`config.mk`:
```
export PLATFORM = sky130hd
export DESIGN_NAME = mvt_fmul
export DESIGN_NICKNAME = d
export VERILOG_FILES = /design/src/hdl/mvt_pkg.sv /design/src/hdl/mvt_fmul.sv
export SDC_FILE = /design/constraint.sdc
export NUM_CORES = 2
export LEC_CHECK = 0
export BUFFER_PORTS_ARGS = -buffer_cell sky130_fd_sc_hd__buf_2
export CAP_MARGIN = 10
export CORE_MARGIN = 10
export CORE_UTILIZATION = 46
export CTS_CLUSTER_DIAMETER = 150
export DETAILED_ROUTE_END_ITERATION = 6
export SETUP_SLACK_MARGIN = 0.5
export SLEW_MARGIN = 20
export SYNTH_ARGS = -nofsm -noshare
export SYNTH_HDL_FRONTEND = slang
export SYNTH_SLANG_ARGS = --single-unit
```
`constraint.sdc`:
```
create_clock -name clk -period 33.1 [get_ports clk]
set_clock_uncertainty 0.1 [all_clocks]
set_input_delay 3.31 -clock clk [delete_from_list [all_inputs] [get_ports clk]]
set_output_delay 3.31 -clock clk [all_outputs]
set_load 0.1 [all_outputs]
```
`src/hdl/mvt_pkg.sv`:
```
// mvt_pkg: shared constants and the binary32 normalize/round function
// used by the multiplier and adder of the vertex transform unit.
// No dependencies.
package mvt_pkg;

  localparam int unsigned FpW      = 32;
  localparam int unsigned CfgDataW = 64;
  localparam int unsigned CfgIdxW  = 8;
  localparam int unsigned NumCfg   = 8;
  localparam int unsigned SigW     = 48;

  localparam logic [FpW-1:0] QNAN   = 32'h7FC0_0000;
  localparam logic [7:0]     EXPMAX = 8'hFF;

  typedef logic [FpW-1:0] fp_t;
  typedef logic [CfgDataW-1:0] cfg_word_t;

  // sig bit 47 carries weight 2^(er-127); result rounded to nearest even
  function automatic fp_t fp_norm_round(input logic s, input logic signed [11:0] er,
                                        input logic [SigW-1:0] sig);
    logic [5:0]         lz;
    logic               found;
    logic [SigW-1:0]    w;
    logic               st;
    logic signed [11:0] e;
    logic signed [11:0] tmp;
    logic [11:0]        rs;
    logic [7:0]         ef;
    logic [30:0]        base;
    logic               up;
    lz    = '0;
    found = 1'b0;
    for (int i = SigW - 1; i >= 0; i--) begin
      if (!found) begin
        if (sig[i]) found = 1'b1;
        else        lz = lz + 6'd1;
      end
    end
    st  = 1'b0;
    tmp = er - 12'sd1;
    rs  = 12'(12'sd1 - er);
    if (er - $signed({6'b0, lz}) >= 12'sd1) begin
      w = sig << lz;
      e = er - $signed({6'b0, lz});
    end else if (er >= 12'sd1) begin
      // subnormal result, partial normalization only
      w = sig << tmp[5:0];
      e = 12'sd1;
    end else begin
      if (rs > 12'd47) begin
        w  = '0;
        st = |sig;
      end else begin
        w  = sig >> rs[5:0];
        st = |(sig & ~({SigW{1'b1}} << rs[5:0]));
      end
      e = 12'sd1;
    end
    if (e > 12'sd254) return {s, EXPMAX, 23'd0};
    ef   = w[47] ? e[7:0] : 8'd0;
    base = {ef, w[46:24]};
    up   = w[23] & (st | (|w[22:0]) | w[24]);
    // carry out of the fraction moves into the exponent, up to infinity
    return {s, base + 31'(up)};
  endfunction

endpackage

```
`src/hdl/mvt_fmul.sv`:
```
// mvt_fmul: two-stage binary32 multiplier, round to nearest even.
// Depends on mvt_pkg.
module mvt_fmul (
  input  logic          clk,
  input  logic          en,
  input  mvt_pkg::fp_t  a,
  input  mvt_pkg::fp_t  b,
  output mvt_pkg::fp_t  y
);
  import mvt_pkg::*;

  logic        a_nan, b_nan, a_inf, b_inf, a_zero, b_zero;
  logic [23:0] ma, mb;
  logic [7:0]  ea, eb;

  logic               sign_r, nan_r, inf_r;
  logic signed [11:0] exp_r;
  logic [SigW-1:0]    prod_r;
  fp_t                y_r;
  fp_t                y_nxt;

  always_comb begin
    a_nan  = (a[30:23] == EXPMAX) && (a[22:0] != '0);
    b_nan  = (b[30:23] == EXPMAX) && (b[22:0] != '0);
    a_inf  = (a[30:23] == EXPMAX) && (a[22:0] == '0);
    b_inf  = (b[30:23] == EXPMAX) && (b[22:0] == '0);
    a_zero = (a[30:0] == '0);
    b_zero = (b[30:0] == '0);
    ma     = {a[30:23] != '0, a[22:0]};
    mb     = {b[30:23] != '0, b[22:0]};
    ea     = (a[30:23] == '0) ? 8'd1 : a[30:23];
    eb     = (b[30:23] == '0) ? 8'd1 : b[30:23];
  end

  always_ff @(posedge clk) begin
    if (en) begin
      sign_r <= a[31] ^ b[31];
      nan_r  <= a_nan | b_nan | (a_inf & b_zero) | (b_inf & a_zero);
      inf_r  <= a_inf | b_inf;
      exp_r  <= $signed({4'b0, ea}) + $signed({4'b0, eb}) - 12'sd126;
      prod_r <= ma * mb;
      y_r    <= y_nxt;
    end
  end

  always_comb begin
    if (nan_r)             y_nxt = QNAN;
    else if (inf_r)        y_nxt = {sign_r, EXPMAX, 23'd0};
    else if (prod_r == '0) y_nxt = {sign_r, 31'd0};
    else                   y_nxt = fp_norm_round(sign_r, exp_r, prod_r);
  end

  assign y = y_r;

endmodule

```
==> qor.csv <==
stage,metric,value,unit
die,num_rows,105,
die,die_area,95390,um^2
synth,synth_edf_count,93,
place,place.gp.congestion,1.028,
clocking,cts_root_buffer,clkbuf_16,
grt,grt_usage,27.35,%
grt,grt_max_degree,57,
cells_and_area,fill_cells,7830,
timing,rsz0062_at_grt,true,
setup_path,endpoint_kind,flop,
cells_and_area,layout.cells.most_common,nand2_1,
clocking,clock_sinks,93,
synth,synth-main-ff-cell,edfxtp_1,
setup_path,start_kind,flop,
clocking,clkLatencyLatePin,0.39,ns
synth,synthDistinctLibCells,110,
clocking,cts.hold.buffers_added,0,
die,coreArea,82370,um^2
timing,min_period,32.06,ns
synth,syn_inst,4684,
cells_and_area,stdcell_count,5751,
drt,wirelength,132.9,mm
run,max_cap_violations,0,
synth,yosysWarnings,0,
cells_and_area,final_cell_mix,"683 x nand2_1, 561 x inv_1, 484 x fa_1",
synth,synth-async-reset-ratio,0,%
die,start_util,46.59,%
setup_path,cp_slowest_cell,edfxtp_1,
clocking,clockBufferDepth,2,
cells_and_area,register_area,2793,um^2
hold_path,hold_start,sign_r,
die,die_h,308.9,um
drt,antenna_left,0,
timing,worst_slew_pin_slew,1.215,ns
drt,drc,0,
timing,max_freq,31.19,MHz
timing,slew_headroom,18.36,%
timing,whs,0.4427,ns
synth,avgSynthCellArea,8.194,um^2
cells_and_area,multi_input_area,33280,um^2
grt,antenna_found_initial,3,
cells_and_area,drive_above_1_share,13.93,%
cells_and_area,utilization,51.15,%
setup_path,critical_path_class,flop to flop,
clocking,cts_tree,built,
synth,synthesis.nets,5482,
timing,setup_viol,0,
drt,drtIter0Drc,2963,
status,outcome,finished clean,
cells_and_area,syn_to_final_growth,9.784,%
hold_path,hold_path.class,flop to flop,
setup_path,arrival,32.12,ns
place,dpl.hpwl,97.49,mm
setup_path,cp_common_cell,ha_1,
drt,vias,34580,
setup_path,slowest_delay,0.49,ns
synth,ys_seq_elements,93,
synth,syn_area,38380,um^2
grt,overflow,0,
timing,period_share,96.87,%
grt,grt_pass1_vias,34650,
grt,grt_pass1_wl,204.1,mm
setup_path,path_max_fanout,7,
setup_path,crit_path_start,prod_r[47],
timing,slew_violations,0,
die,ioPinCount,98,
timing,final_hold_viol_count,0,
clocking,cts_max_level,3,
clocking,numCtsBuffers,9,
place,portBuffers,97,
clocking,clk_pin_slew,0.09,ns
setup_path,worst_ep_required_time,33.16,ns
drt,routedWlPerCell,23.11,um
synth,seq_area_frac_synth,7.277,%
drt,via_per_inst,6.012,
setup_path,reg2reg_from,prod_r[47],
cells_and_area,fin_nets,5472,
drt,first_pass_iters,6,
place,dp.cells,5648,
die,die_x,308.9,um
==> routing by layer <==
layer	GRT usage, %	wire [um]
met1	35.87	54700
met3	4.816	11010
met5	0	13
met4	11.33	6661
met2	44.24	60510
==> worst paths after layout <==
kind              cells after the start     to  slack [ns]
setup / recovery                    177  y[23]        1.04
hold / removal                        1  y[31]        0.44
setup reg to reg                    177  y[23]        1.04
hold reg to reg                       1  y[31]        0.44
==> layout make-up <==
| type | count | area share [%] |
|---|---|---|
| Multi-Input combinational cell | 3701 | 78.99 |
| Timing Repair Buffer | 297 | 5.375 |
| Sequential cell | 93 | 6.628 |
| Clock inverter | 7 | 0.1782 |
| Inverter | 572 | 5.102 |
| Tap cell | 1070 | 3.177 |
| Antenna cell | 2 | 0.01188 |
| Clock buffer | 9 | 0.5345 |
==> synth_stat cells (all sizes together), types with 22 or more instances <==
master / count / area (um^2)
nand2: 697 / 2616
inv: 569 / 2136
fa: 484 / 9689
nor2: 327 / 1256
clkbuf: 267 / 1002
ha: 248 / 3103
and2: 234 / 1464
a21oi: 221 / 1117
mux2i: 211 / 2128
xnor2: 158 / 1564
o21ai: 147 / 739.5
nor3: 100 / 511.8
edfxtp: 93 / 2793
mux4: 86 / 1937
nand3: 82 / 410.4
xor2: 72 / 686.9
buf: 52 / 236.5
a211oi: 44 / 335.3
nor2b: 44 / 277.8
nor4: 43 / 305.3
a31oi: 40 / 256.5
o22ai: 34 / 212.7
and3: 33 / 206.5
mux2: 29 / 326.6
nand2b: 29 / 181.4
nand4: 24 / 150.1
o21bai: 22 / 165.2
==> metrics by stage <==
step,cell area [um^2],setup TNS (ns),setup slack [ns]
5_1_grt,42130,-15.12,-0.7348
6_report,42130,0,1.036
2_1_floorplan,38560,0,0.5132
3_3_place_gp,40080,0,0.5903
3_5_place_dp,40080,-2.020,-0.2493
4_1_cts,40840,0,0.5003
==> critical path: cells and delay by family (launching register included) <==
family,cells,cell delay [ns]
AOI/OAI and AO/OA,50,7.84
xor gates and xnor gates,4,0.90
adders and majority gates,46,13.05
buffers and inverters,12,1.39
DFF,1,0.49
muxes,23,4.03
and+or+nand+nor,42,4.06
==> flip-flops by register name (all words and copies together), names as in the netlist <==
name,flops
prod_r,48
y,32
exp_r,10
inf_r,1
nan_r,1
sign_r,1
==> cell families (layout without fill, tap and decap cells) <==
family	count (synthesis)	in the layout	share of synthesized area [%]
xor gates and xnor gates	240	240	6.465
adders and majority gates	737	737	33.46
other	0	2	0
DFF	93	93	7.277
and+or+nand+nor	1699	1699	20.94
AOI/OAI and AO/OA	698	699	11.59
muxes	326	326	11.44
buffers and inverters	891	885	8.822
==> timing repair <==
item	CTS	global route
pin swaps	34	122
buffers inserted	31	48
cloned	2	4
gates resized for setup	43	176
setup endpoints to repair	30	31
Power is not shown: default switching activity piles up to over one toggle a cycle in this logic, so the estimate is an artifact.
