[config.mk]
export PLATFORM = sky130hd
export DESIGN_NAME = mvt_fadd
export DESIGN_NICKNAME = d
export VERILOG_FILES = /design/src/hdl/mvt_pkg.sv /design/src/hdl/mvt_fadd.sv
export SDC_FILE = /design/constraint.sdc
export NUM_CORES = 1
export LEC_CHECK = 0
export BUFFER_PORTS_ARGS = -buffer_cell sky130_fd_sc_hd__buf_2
export CELL_PAD_IN_SITES_DETAIL_PLACEMENT = 1
export CELL_PAD_IN_SITES_GLOBAL_PLACEMENT = 2
export CORE_MARGIN = 3
export CORE_UTILIZATION = 42
export CTS_CLUSTER_SIZE = 30
export DETAILED_ROUTE_END_ITERATION = 12
export PLACE_DENSITY_LB_ADDON = 0.1
export SYNTH_ARGS = -nofsm -noshare
export SYNTH_HDL_FRONTEND = slang
export SYNTH_SLANG_ARGS = --single-unit
export TNS_END_PERCENT = 10
[constraint.sdc]
create_clock -name clk -period 96.1 [get_ports clk]
set_clock_uncertainty 0.05 [all_clocks]
set_input_delay 4.805 -clock clk [delete_from_list [all_inputs] [get_ports clk]]
set_output_delay 4.805 -clock clk [all_outputs]
set_load 0.02 [all_outputs]
[src/hdl/mvt_pkg.sv]
// mvt_pkg: shared constants and the binary32 normalize/round function
// used by the multiplier and adder of the vertex transform unit.
// No dependencies.
package mvt_pkg;

  localparam int unsigned FpW      = 32;
  localparam int unsigned CfgDataW = 64;
  localparam int unsigned CfgIdxW  = 8;
  localparam int unsigned NumCfg   = 8;
  localparam int unsigned SigW     = 48;

  localparam logic [FpW-1:0] QNAN   = 32'h7FC0_0000;
  localparam logic [7:0]     EXPMAX = 8'hFF;

  typedef logic [FpW-1:0] fp_t;
  typedef logic [CfgDataW-1:0] cfg_word_t;

  // sig bit 47 carries weight 2^(er-127); result rounded to nearest even
  function automatic fp_t fp_norm_round(input logic s, input logic signed [11:0] er,
                                        input logic [SigW-1:0] sig);
    logic [5:0]         lz;
    logic               found;
    logic [SigW-1:0]    w;
    logic               st;
    logic signed [11:0] e;
    logic signed [11:0] tmp;
    logic [11:0]        rs;
    logic [7:0]         ef;
    logic [30:0]        base;
    logic               up;
    lz    = '0;
    found = 1'b0;
    for (int i = SigW - 1; i >= 0; i--) begin
      if (!found) begin
        if (sig[i]) found = 1'b1;
        else        lz = lz + 6'd1;
      end
    end
    st  = 1'b0;
    tmp = er - 12'sd1;
    rs  = 12'(12'sd1 - er);
    if (er - $signed({6'b0, lz}) >= 12'sd1) begin
      w = sig << lz;
      e = er - $signed({6'b0, lz});
    end else if (er >= 12'sd1) begin
      // subnormal result, partial normalization only
      w = sig << tmp[5:0];
      e = 12'sd1;
    end else begin
      if (rs > 12'd47) begin
        w  = '0;
        st = |sig;
      end else begin
        w  = sig >> rs[5:0];
        st = |(sig & ~({SigW{1'b1}} << rs[5:0]));
      end
      e = 12'sd1;
    end
    if (e > 12'sd254) return {s, EXPMAX, 23'd0};
    ef   = w[47] ? e[7:0] : 8'd0;
    base = {ef, w[46:24]};
    up   = w[23] & (st | (|w[22:0]) | w[24]);
    // carry out of the fraction moves into the exponent, up to infinity
    return {s, base + 31'(up)};
  endfunction

endpackage

[src/hdl/mvt_fadd.sv]
// mvt_fadd: three-stage binary32 adder (align, add, normalize and round).
// Depends on mvt_pkg.
module mvt_fadd (
  input  logic          clk,
  input  logic          en,
  input  mvt_pkg::fp_t  a,
  input  mvt_pkg::fp_t  b,
  output mvt_pkg::fp_t  y
);
  import mvt_pkg::*;

  logic            swap;
  fp_t             big, sml;
  logic            a_nan, b_nan, a_inf, b_inf;
  logic [7:0]      eb, es, d;
  logic [SigW-1:0] sml_sig, sml_al;
  logic            sml_st;
  logic            spec;
  fp_t             spec_val;

  // stage 1 registers
  logic               sub1_r, sign1_r, spec1_r;
  fp_t                spec1_val_r;
  logic signed [11:0] exp1_r;
  logic [SigW-1:0]    big1_r, sml1_r;
  // stage 2 registers
  logic               sign2_r, zsign2_r, spec2_r;
  fp_t                spec2_val_r;
  logic signed [11:0] exp2_r;
  logic [SigW-1:0]    sum2_r;
  // stage 3
  fp_t                y_r;
  fp_t                y_nxt;

  always_comb begin
    a_nan = (a[30:23] == EXPMAX) && (a[22:0] != '0);
    b_nan = (b[30:23] == EXPMAX) && (b[22:0] != '0);
    a_inf = (a[30:23] == EXPMAX) && (a[22:0] == '0);
    b_inf = (b[30:23] == EXPMAX) && (b[22:0] == '0);
    swap  = b[30:0] > a[30:0];
    big   = swap ? b : a;
    sml   = swap ? a : b;
    eb    = (big[30:23] == '0) ? 8'd1 : big[30:23];
    es    = (sml[30:23] == '0) ? 8'd1 : sml[30:23];
    d     = eb - es;
    sml_sig = {1'b0, sml[30:23] != '0, sml[22:0], 23'd0};
    if (d >= 8'd48) begin
      sml_al = '0;
      sml_st = |sml_sig;
    end else begin
      sml_al = sml_sig >> d[5:0];
      sml_st = |(sml_sig & ~({SigW{1'b1}} << d[5:0]));
    end
    spec     = 1'b0;
    spec_val = QNAN;
    if (a_nan || b_nan || (a_inf && b_inf && (a[31] != b[31]))) begin
      spec = 1'b1;
    end else if (a_inf || b_inf) begin
      spec     = 1'b1;
      spec_val = {a_inf ? a[31] : b[31], EXPMAX, 23'd0};
    end
  end

  always_ff @(posedge clk) begin
    if (en) begin
      sub1_r      <= a[31] ^ b[31];
      sign1_r     <= big[31];
      spec1_r     <= spec;
      spec1_val_r <= spec_val;
      exp1_r      <= $signed({4'b0, eb}) + 12'sd1;
      big1_r      <= {1'b0, big[30:23] != '0, big[22:0], 23'd0};
      // shifted-out bits jam into the lsb
      sml1_r      <= {sml_al[SigW-1:1], sml_al[0] | sml_st};

      sign2_r     <= sign1_r;
      zsign2_r    <= sign1_r & ~sub1_r;
      spec2_r     <= spec1_r;
      spec2_val_r <= spec1_val_r;
      exp2_r      <= exp1_r;
      sum2_r      <= sub1_r ? (big1_r - sml1_r) : (big1_r + sml1_r);

      y_r         <= y_nxt;
    end
  end

  always_comb begin
    if (spec2_r)           y_nxt = spec2_val_r;
    else if (sum2_r == '0) y_nxt = {zsign2_r, 31'd0};
    else                   y_nxt = fp_norm_round(sign2_r, exp2_r, sum2_r);
  end

  assign y = y_r;

endmodule

==> flow_summary.toml, run 1 <==
[worst_setup_path]
critPathKind = "reg2reg"
startpoint_type = "flop"
worstPathRequired_ps = 96230
crit_top_cell = "ha_1"
max_stage_delay_ps = 920
critPathSlowestCell = "o311ai_0"
crit_path_end_kind = "flop"
path_max_fanout = 60
arrival_ps = 37770

[hold_path]
min_path_type = "reg2reg"

[timing]
fin_crit_sh_pct = 39.2
slew_violations = 0
report.final.hold_viol_count = 0
slew-limit-headroom_pct = 16.3
tns_ps = 0
timing.fmax_mhz = 26.6
fin_crit_ps = 37630
finalSetupViolCount = 0
rsz0062_at_grt = "no"
tightest_slew_ps = 1240

[yosys]
synth_flop_cell = "edfxtp_1"
yosys_warnings = 0
yosys-top-cells-count = "421 x nor2_1, 387 x nand2_1, 303 x a21oi_1"
synth_cell_types = 113
syn_area_um2 = 27800
synth_area_leader_cell = "edfxtp_1"
ys_ff_latch = 179
syn-mean-instance-area_um2 = 7.80
synth_top_area_share_pct = 19.3
yosysSeqAreaShare_pct = 19.3
synthTopCellsByArea = "edfxtp_1 19%, mux2i_1 8.5%, ha_1 6.6%, nor2_1 5.7%, a21oi_1 5.5%"
yosysMostFrequentCell = "nor2_1"
syn_inst = 3565
synth.net_count = 3781
synth_edf_count = 179
synthArstFlopShare_pct = 0

[global_route]
grt_pass1_wl_um = 173000
antenna_found_initial = 1
grt_max_degree = 96
grt_pass1_vias = 28000
overflow = 0
grt_usage_pct = 31.9

[finish]
nets = 3716
instances_no_fill = 4369
post-route-util_pct = 45.4
area_growth_pct = 6.13
drive_above_1_share_pct = 11.1

[die]
die_h_um = 263
start_util_pct = 42.8
die_w_um = 263
die-area_um2 = 69300
coreArea_um2 = 64900
io-pin-count = 98
fp-row-count = 93

[clocking]
insertion_delay_ps = 470
post_cts_resize_count = 0
clk_pin_slew_ps = 70
cts_tree = "done"
cts_root_buf = "clkbuf_16"
numCtsBuffers = 17
cts_setup_buffers = 0
htreeDepth = 4
hold_buffers = 0
clock-sinks = 179
clk_path_buf_depth = 2

[route]
vias_per_cell = 6.32
drc = 0
vias = 27600
ant_nets = 0
wl_um = 114000
wire_per_inst_um = 26.1
drt-initial-drc-count = 2395
first_pass_iters = 5

[placement]
dp.cells = 4336
routabilityCongestion = 0.980
io_buffers = 97
dpl.hpwl_um = 89100

[outcome]
outcome = "finished clean"

[power]
p_per_area_nw_per_um2 = 20.4
power.total_uw = 602
vdd_drop_max_mv = 0.0144
p_leak_nw = 11.7

[run]
maxCapViolCount = 0
## final cells by class
cell class,instances,area [um^2]
Multi-Input combinational cell,2999,21000
Sequential cell,179,5380
Timing Repair Buffer,160,965
Antenna cell,1,2.50
Fill cell,7971,35400
Clock inverter,12,123
Inverter,143,537
Tap cell,855,1070
Clock buffer,20,437
## final timing paths
kind / start / end / slack, ps / cells past startpoint
max: sum2_r[47]$_DFFE_PP_ / y[29]$_SDFFCE_PP1P_ / 58470 / 185
min: exp1_r[2]$_DFFE_PP_ / exp2_r[2]$_DFFE_PP_ / 370 / 0
max reg2reg: sum2_r[47]$_DFFE_PP_ / y[29]$_SDFFCE_PP1P_ / 58470 / 185
min reg2reg: exp1_r[2]$_DFFE_PP_ / exp2_r[2]$_DFFE_PP_ / 370 / 0
## metal layers
layer	up-vias	wire length [um]	GRT usage, %
met2	782	56200	56.2
met4	0	5190	13.5
met5	-	0	0
met1	13700	47500	39.4
li1	12900	-	-
met3	231	5300	3.48
## where the power goes
group | internal, mW | total, mW | switching [mW] | leakage [nW]
sequential | 0.102 | 0.123 | 0.0212 | 1.74
combinational | 0.141 | 0.408 | 0.267 | 9.67
clock | 0.0363 | 0.0699 | 0.0336 | 0.274
total | 0.279 | 0.602 | 0.322 | 11.7
## stage by stage
step | cell area, um^2 | hold slack [ps] | worst slack (ps)
floorplan | 27800 | 350 | 63910
global placement | 28900 | 353 | 61140
detailed placement | 28900 | 356 | 59010
CTS | 29500 | 375 | 58820
global route | 29500 | 379 | 55160
finish | 29500 | 373 | 58470
## placed cells by master (no fill, tap or decap), types with 63 or more instances in the layout
cell | synthesis | final
a21oi_1 | 303 | 303
buf_2 | 21 | 96
buf_4 | 8 | 63
edfxtp_1 | 179 | 179
ha_1 | 147 | 146
inv_1 | 138 | 136
mux2i_1 | 235 | 235
nand2_1 | 387 | 387
nand3_1 | 88 | 88
nor2_1 | 421 | 421
nor3_1 | 85 | 84
o21ai_0 | 212 | 212
xnor2_1 | 141 | 135
## logic make-up (layout without fill, tap and decap cells)
kind of cell | Yosys count | count (layout) | share of synthesized area, %
AOI/OAI and AO/OA | 926 | 926 | 20.8
xor gates and xnor gates | 235 | 235 | 8.81
adders and majority gates | 154 | 154 | 6.98
buffers and inverters | 387 | 335 | 5.54
DFF | 179 | 179 | 19.3
muxes | 358 | 358 | 15.9
other | 1 | 2 | 0.0135
and+or+nand+nor | 1325 | 1325 | 22.6
## registers in the layout (all words and copies together) (netlist names)
signal / flops
big1_r: 24
exp1_r: 9
exp2_r: 9
sign1_r: 1
sign2_r: 1
sml1_r: 47
spec1_r: 1
spec1_val_r: 2
spec2_r: 1
spec2_val_r: 2
sub1_r: 1
sum2_r: 48
y: 32
zsign2_r: 1
## worst max-delay path, delay by kind of cell, from the launching register on
family                   cells  cell delay, ps
buffers and inverters       13            2000
multiplexers                21            3550
flip-flops                   1             620
AO/OA/AOI/OAI               53           10270
adder cells (fa/ha/maj)     45           14040
XOR/XNOR                     2             390
AND/OR/NAND/NOR             51            6350
Note: power is estimated with default switching activity, not from simulation.
==> run 2, diff against run 1 <==
--- a/config.mk
+++ b/config.mk
@@ -9,7 +9,7 @@
 export CELL_PAD_IN_SITES_DETAIL_PLACEMENT = 1
 export CELL_PAD_IN_SITES_GLOBAL_PLACEMENT = 2
 export CORE_MARGIN = 3
-export CORE_UTILIZATION = 42
+export CORE_UTILIZATION = 35
 export CTS_CLUSTER_SIZE = 30
 export DETAILED_ROUTE_END_ITERATION = 12
 export PLACE_DENSITY_LB_ADDON = 0.1
==> constraint.sdc (replaced) <==
create_clock -name clk -period 33.1 [get_ports clk]
set_clock_uncertainty 0.05 [all_clocks]
set_input_delay 1.655 -clock clk [delete_from_list [all_inputs] [get_ports clk]]
set_output_delay 1.655 -clock clk [all_outputs]
set_load 0.02 [all_outputs]
==> flow_summary.toml, run 2 (same netlist as run 1, synthesis figures left out) <==
[finish]
diodes = 0
post-route-cell-area_um2 = 31300
post-route-util_pct = 40.0
fill_cells = 9441
drive_above_1_share_pct = 16.6
area_growth_pct = 12.5
nets = 3810
regMostFlops = "sum2_r"
mostFrequentLayoutCells = "408 x nor2_1, 374 x nand2_1, 291 x a21oi_1"
regArea_um2 = 5380
instances_no_fill = 4647
layout_commonest_cell = "nor2_1"
largest_reg_flops = 48
multi_input_area_um2 = 21700

[route]
first_pass_iters = 5
drc = 0
ant_nets = 0
vias_per_cell = 6.01
vias = 27900
wl_um = 121000
wire_per_inst_um = 26.0
drt-initial-drc-count = 1976

[worst_setup_path]
worstPathRequired_ps = 33250
critPathKind = "reg2reg"
worst-r2r-cell-count = 184
arrival_ps = 32260
cp-startpoint = "sum2_r[46]$_DFFE_PP_"
max_stage_delay_ps = 470
reg2reg_slack_ps = 990
reg2reg_to = "y[22]$_DFFE_PP_"
path_max_fanout = 16
endpoint = "y[22]$_DFFE_PP_"
startpoint_type = "flop"
crit_path_end_kind = "flop"
critPathSlowestCell = "edfxtp_1"
crit_top_cell = "ha_1"
reg2reg_from = "sum2_r[46]$_DFFE_PP_"

[global_route]
grt_usage_pct = 28.3
grt_pass1_wl_um = 179000
grt_max_degree = 112
grt_pass1_vias = 28300
overflow = 0
antenna_found_initial = 1

[die]
die_w_um = 288
coreArea_um2 = 78100
fp-row-count = 102
die-area_um2 = 82800
start_util_pct = 35.6
io-pin-count = 98
die_h_um = 288

[timing]
tightest_slew_ps = 1260
fin_crit_ps = 32110
finalSetupViolCount = 0
fin_hold_ws_ps = 369
report.final.hold_viol_count = 0
slew_violations = 0
slew-limit-headroom_pct = 14.8
timing.fmax_mhz = 31.1
fin_crit_sh_pct = 97.0
tns_ps = 0
layout_setup_ws_ps = 988
rsz0062_at_grt = "yes"

[placement]
dp.cells = 4552
placedInstanceArea_um2 = 29400
io_buffers = 97
routabilityCongestion = 0.997
dpl.hpwl_um = 94300
place_ws_ps = -1250

[power]
p_per_area_nw_per_um2 = 60.0
p_leak_nw = 12.3
power.total_mw = 1.88
vdd_drop_max_mv = 0.0352

[clocking]
cts_root_buf = "clkbuf_16"
clk_pin_slew_ps = 80
clock-sinks = 179
clk_path_buf_depth = 2
htreeDepth = 4
insertion_delay_ps = 480
cts_tree = "done"
numCtsBuffers = 17

[outcome]
outcome = "finished clean"

[run]
maxCapViolCount = 0

[hold_path]
min_path_type = "reg2reg"
-- run 2: area by class of cell --
class / count / area share [%]
tap: 1040 / 4.16
multi-input combinational: 2999 / 69.5
clock buffer: 17 / 1.36
inverter: 143 / 1.72
sequential: 179 / 17.2
clock inverter: 15 / 0.624
timing repair buffer: 254 / 5.48
-- run 2: how the worst min path moves through the flow --
| stage | from | depth (start not counted) | to |
|---|---|---|---|
| after floorplan | exp1_r[0]$_DFFE_PP_ | 0 | exp2_r[0]$_DFFE_PP_ |
| after global placement | exp1_r[1]$_DFFE_PP_ | 0 | exp2_r[1]$_DFFE_PP_ |
| after detailed placement | exp1_r[1]$_DFFE_PP_ | 0 | exp2_r[1]$_DFFE_PP_ |
| after CTS | exp1_r[3]$_DFFE_PP_ | 0 | exp2_r[3]$_DFFE_PP_ |
| after global routing | exp1_r[0]$_DFFE_PP_ | 0 | exp2_r[0]$_DFFE_PP_ |
| final | exp1_r[2]$_DFFE_PP_ | 0 | exp2_r[2]$_DFFE_PP_ |
-- run 2: critical path: cells and delay by family (launching register included) --
family,cells,cell delay [ps]
AOI/OAI and AO/OA,49,6450
xor gates and xnor gates,4,1050
adders and majority gates,46,13040
buffers and inverters,12,1210
DFF,1,470
muxes,21,3450
and+or+nand+nor,52,6090
-- run 2: what timing repair did --
action | 4_1_cts | 5_1_grt
hold buffers | 0 | 0
buffers inserted | 5 | 57
gates cloned | 0 | 1
endpoints found under the setup margin | 31 | 31
resized for setup | 23 | 139
pin swaps | 6 | 96
-- run 2: power breakdown --
part           internal (mW)  switching [mW]  total [mW]
clock network          0.104           0.109       0.212
registers              0.296          0.0623       0.358
logic                  0.478           0.828        1.31
total                  0.877            1.00        1.88
-- run 2: layer usage --
layer,vias to the layer above,track usage (%),part of all wire (%)
li1,13100,-,-
met1,13900,37.2,44
met2,721,47.3,47
met3,206,2.84,4.2
met4,0,11.9,4.5
met5,-,0,0
==> run 3, diff against run 2 <==
--- a/config.mk
+++ b/config.mk
@@ -5,11 +5,12 @@
 export SDC_FILE = /design/constraint.sdc
 export NUM_CORES = 1
 export LEC_CHECK = 0
+export ABC_AREA = 1
 export BUFFER_PORTS_ARGS = -buffer_cell sky130_fd_sc_hd__buf_2
 export CELL_PAD_IN_SITES_DETAIL_PLACEMENT = 1
 export CELL_PAD_IN_SITES_GLOBAL_PLACEMENT = 2
 export CORE_MARGIN = 3
-export CORE_UTILIZATION = 35
+export CORE_UTILIZATION = 31
 export CTS_CLUSTER_SIZE = 30
 export DETAILED_ROUTE_END_ITERATION = 12
 export PLACE_DENSITY_LB_ADDON = 0.1
==> flow_summary.toml, run 3 <==
[outcome]
outcome = "finished clean"

[finish]
nets = 5018
area_growth_pct = 8.65
mostFrequentLayoutCells = "1341 x nand2_1, 647 x inv_1, 525 x nor2_1"
instances_no_fill = 5993
fill_cells = 12100
post-route-cell-area_um2 = 30800
regMostFlops = "sum2_r"
largest_reg_flops = 48
layout_commonest_cell = "nand2_1"
drive_above_1_share_pct = 8.47

[global_route]
grt_max_degree = 85
grt_pass1_vias = 31400
grt_pass1_wl_um = 186000
overflow = 0
grt_usage_pct = 25.5
antenna_found_initial = 6

[power]
p_int_uw = 753
vdd_drop_max_mv = 0.0450
combPwrFrac_pct = 68.9
clockPowerShare_pct = 11.3
p_per_area_nw_per_um2 = 59.8
p_switching_mw = 1.09
swShare_pct = 59.1
seqPwrFrac_pct = 19.9
p_leak_nw = 15.1

[timing]
finalSetupViolCount = 0
report.final.hold_viol_count = 0
fin_crit_ps = 30650
fin_hold_ws_ps = 373
slew-limit-headroom_pct = 16.0
tightest_slew_ps = 1240
fin_crit_sh_pct = 92.6
timing.fmax_mhz = 32.6
slew_violations = 0

[worst_setup_path]
arrival_ps = 30840
worstPathRequired_ps = 33290
max_stage_delay_ps = 470
critPathSlowestCell = "edfxtp_1"
crit_top_cell = "ha_1"
path_max_fanout = 16
crit_path_end_kind = "flop"
critPathKind = "reg2reg"
startpoint_type = "flop"
reg2reg_slack_ps = 2450

[route]
ant_nets = 0
vias = 31200
drc = 0
first_pass_iters = 5
wl_um = 125000
drt-initial-drc-count = 1698
wire_per_inst_um = 20.8
vias_per_cell = 5.21

[yosys]
yosys-top-cells-count = "1342 x nand2_1, 650 x inv_1, 531 x nor2_1"
synth_top_area_share_pct = 19.0
synth_flop_cell = "edfxtp_1"
yosysMostFrequentCell = "nand2_1"
synth.net_count = 5017
synthTopCellsByArea = "edfxtp_1 19%, nand2_1 18%, o21ai_0 8.9%, inv_1 8.6%, nor2_1 7.0%"
synth_top_family_by_area = "simple AND/OR/NAND/NOR gates"
yosys.area_share.simple_pct = 38.8
synth_xor_area_share_pct = 3.03
synth.area.mux_share_pct = 1.91
yosys_warnings = 0
synthArstFlopShare_pct = 0
synth_cell_types = 85
syn_inst = 4801
syn-mean-instance-area_um2 = 5.90
synth_edf_count = 179
synth-compound-area-share_pct = 17.7
synthAdderAreaFrac_pct = 6.71
ys_ff_latch = 179
syn_area_um2 = 28300
yosysSeqAreaShare_pct = 19.0
synth_area_leader_cell = "edfxtp_1"

[hold_path]
min_path_type = "reg2reg"

[clocking]
cts_root_buf = "clkbuf_16"
clk_pin_slew_ps = 80
clk_path_buf_depth = 2
cts_tree = "done"
clock-sinks = 179
htreeDepth = 4
insertion_delay_ps = 500
hold_buffers = 0
numCtsBuffers = 17

[run]
maxCapViolCount = 0

[die]
fp-row-count = 110
die-area_um2 = 95000
io-pin-count = 98
start_util_pct = 31.4
coreArea_um2 = 90300
die_h_um = 308
die_w_um = 308

[placement]
io_buffers = 97
dp.cells = 5927
dpl.hpwl_um = 103000
routabilityCongestion = 0.937
placedInstanceArea_um2 = 29700
run 3: cell count changes after synthesis, moves of 144 or more:
cell     before   now
a21oi_1     303   159
mux2i_1     235    53
o21ai_0     212   506
nand3_1      88   353
nand2_1     387  1342
inv_1       138   650
run 3: worst max-delay path: cells and delay by family (launching register included):
kind                       cells  cell delay (ps)
DFF                            1              470
AOI/OAI and AO/OA             41             6270
adders and majority gates     47            12950
and+or+nand+nor               62             7150
buffers and inverters         47             3250
muxes                          2              240
run 3: cells by family (layout without fill, tap and decap cells):
family,count (synthesis),after routing
and+or+nand+nor,2514,2520
adders and majority gates,150,150
other,0,2
muxes,54,54
DFF,179,179
buffers and inverters,903,911
xor gates and xnor gates,98,98
AOI/OAI and AO/OA,903,903
run 3: final timing paths:
check / depth (start not counted) / endpoint / start
worst max-delay path: 199 / y[24]$_SDFFCE_PP1P_ / sum2_r[46]$_DFFE_PP_
worst min-delay path: 0 / exp2_r[2]$_DFFE_PP_ / exp1_r[2]$_DFFE_PP_
worst max register to register: 199 / y[24]$_SDFFCE_PP1P_ / sum2_r[46]$_DFFE_PP_
worst min register to register: 0 / exp2_r[2]$_DFFE_PP_ / exp1_r[2]$_DFFE_PP_
run 3: routing by layer:
| metal | part of all wire (%) | track usage [%] | vias up |
|---|---|---|---|
| li1 | - | - | 15800 |
| met1 | 44 | 31.7 | 14700 |
| met2 | 49 | 45.2 | 539 |
| met3 | 3.3 | 2.92 | 179 |
| met4 | 3.9 | 9.52 | 6 |
| met5 | 0.032 | 0 | - |
run 3: timing repair:
action | 4_1_cts | 5_1_grt
buffers inserted | 0 | 24
setup endpoints to repair | 0 | 31
resized for setup | 0 | 53
run 3: power groups by stage:
stage,sequential [mW],clock (mW),combinational [mW]
floorplan,0.342,0,0.817
global placement,0.370,0,1.24
detailed placement,0.370,0,1.24
CTS,0.365,0.213,1.25
global route,0.368,0.221,1.41
finish,0.365,0.208,1.27
run 3: layout make-up:
| type | count | area (um^2) | area share [%] |
|---|---|---|---|
| antenna | 2 | 5.00 | 0.0163 |
| clock buffer | 17 | 425 | 1.38 |
| clock inverter | 15 | 160 | 0.520 |
| inverter | 714 | 2740 | 8.90 |
| multi-input combinational | 3725 | 19500 | 63.5 |
| sequential | 179 | 5380 | 17.5 |
| tap | 1176 | 1470 | 4.78 |
| timing repair buffer | 164 | 1050 | 3.42 |
| timing repair inverter | 1 | 7.51 | 0.0244 |
run 3: metrics by stage:
stage | TNS [ps] | worst slack [ps] | power (mW) | utilization, %
2_1_floorplan | 0 | 4110 | 1.16 | -
5_1_grt | -545 | -118 | 2.00 | 34.1
4_1_cts | 0 | 384 | 1.83 | 33.6
6_report | 0 | 2450 | 1.84 | 34.1
3_5_place_dp | 0 | 551 | 1.61 | 32.9
3_3_place_gp | 0 | 1370 | 1.61 | 32.9
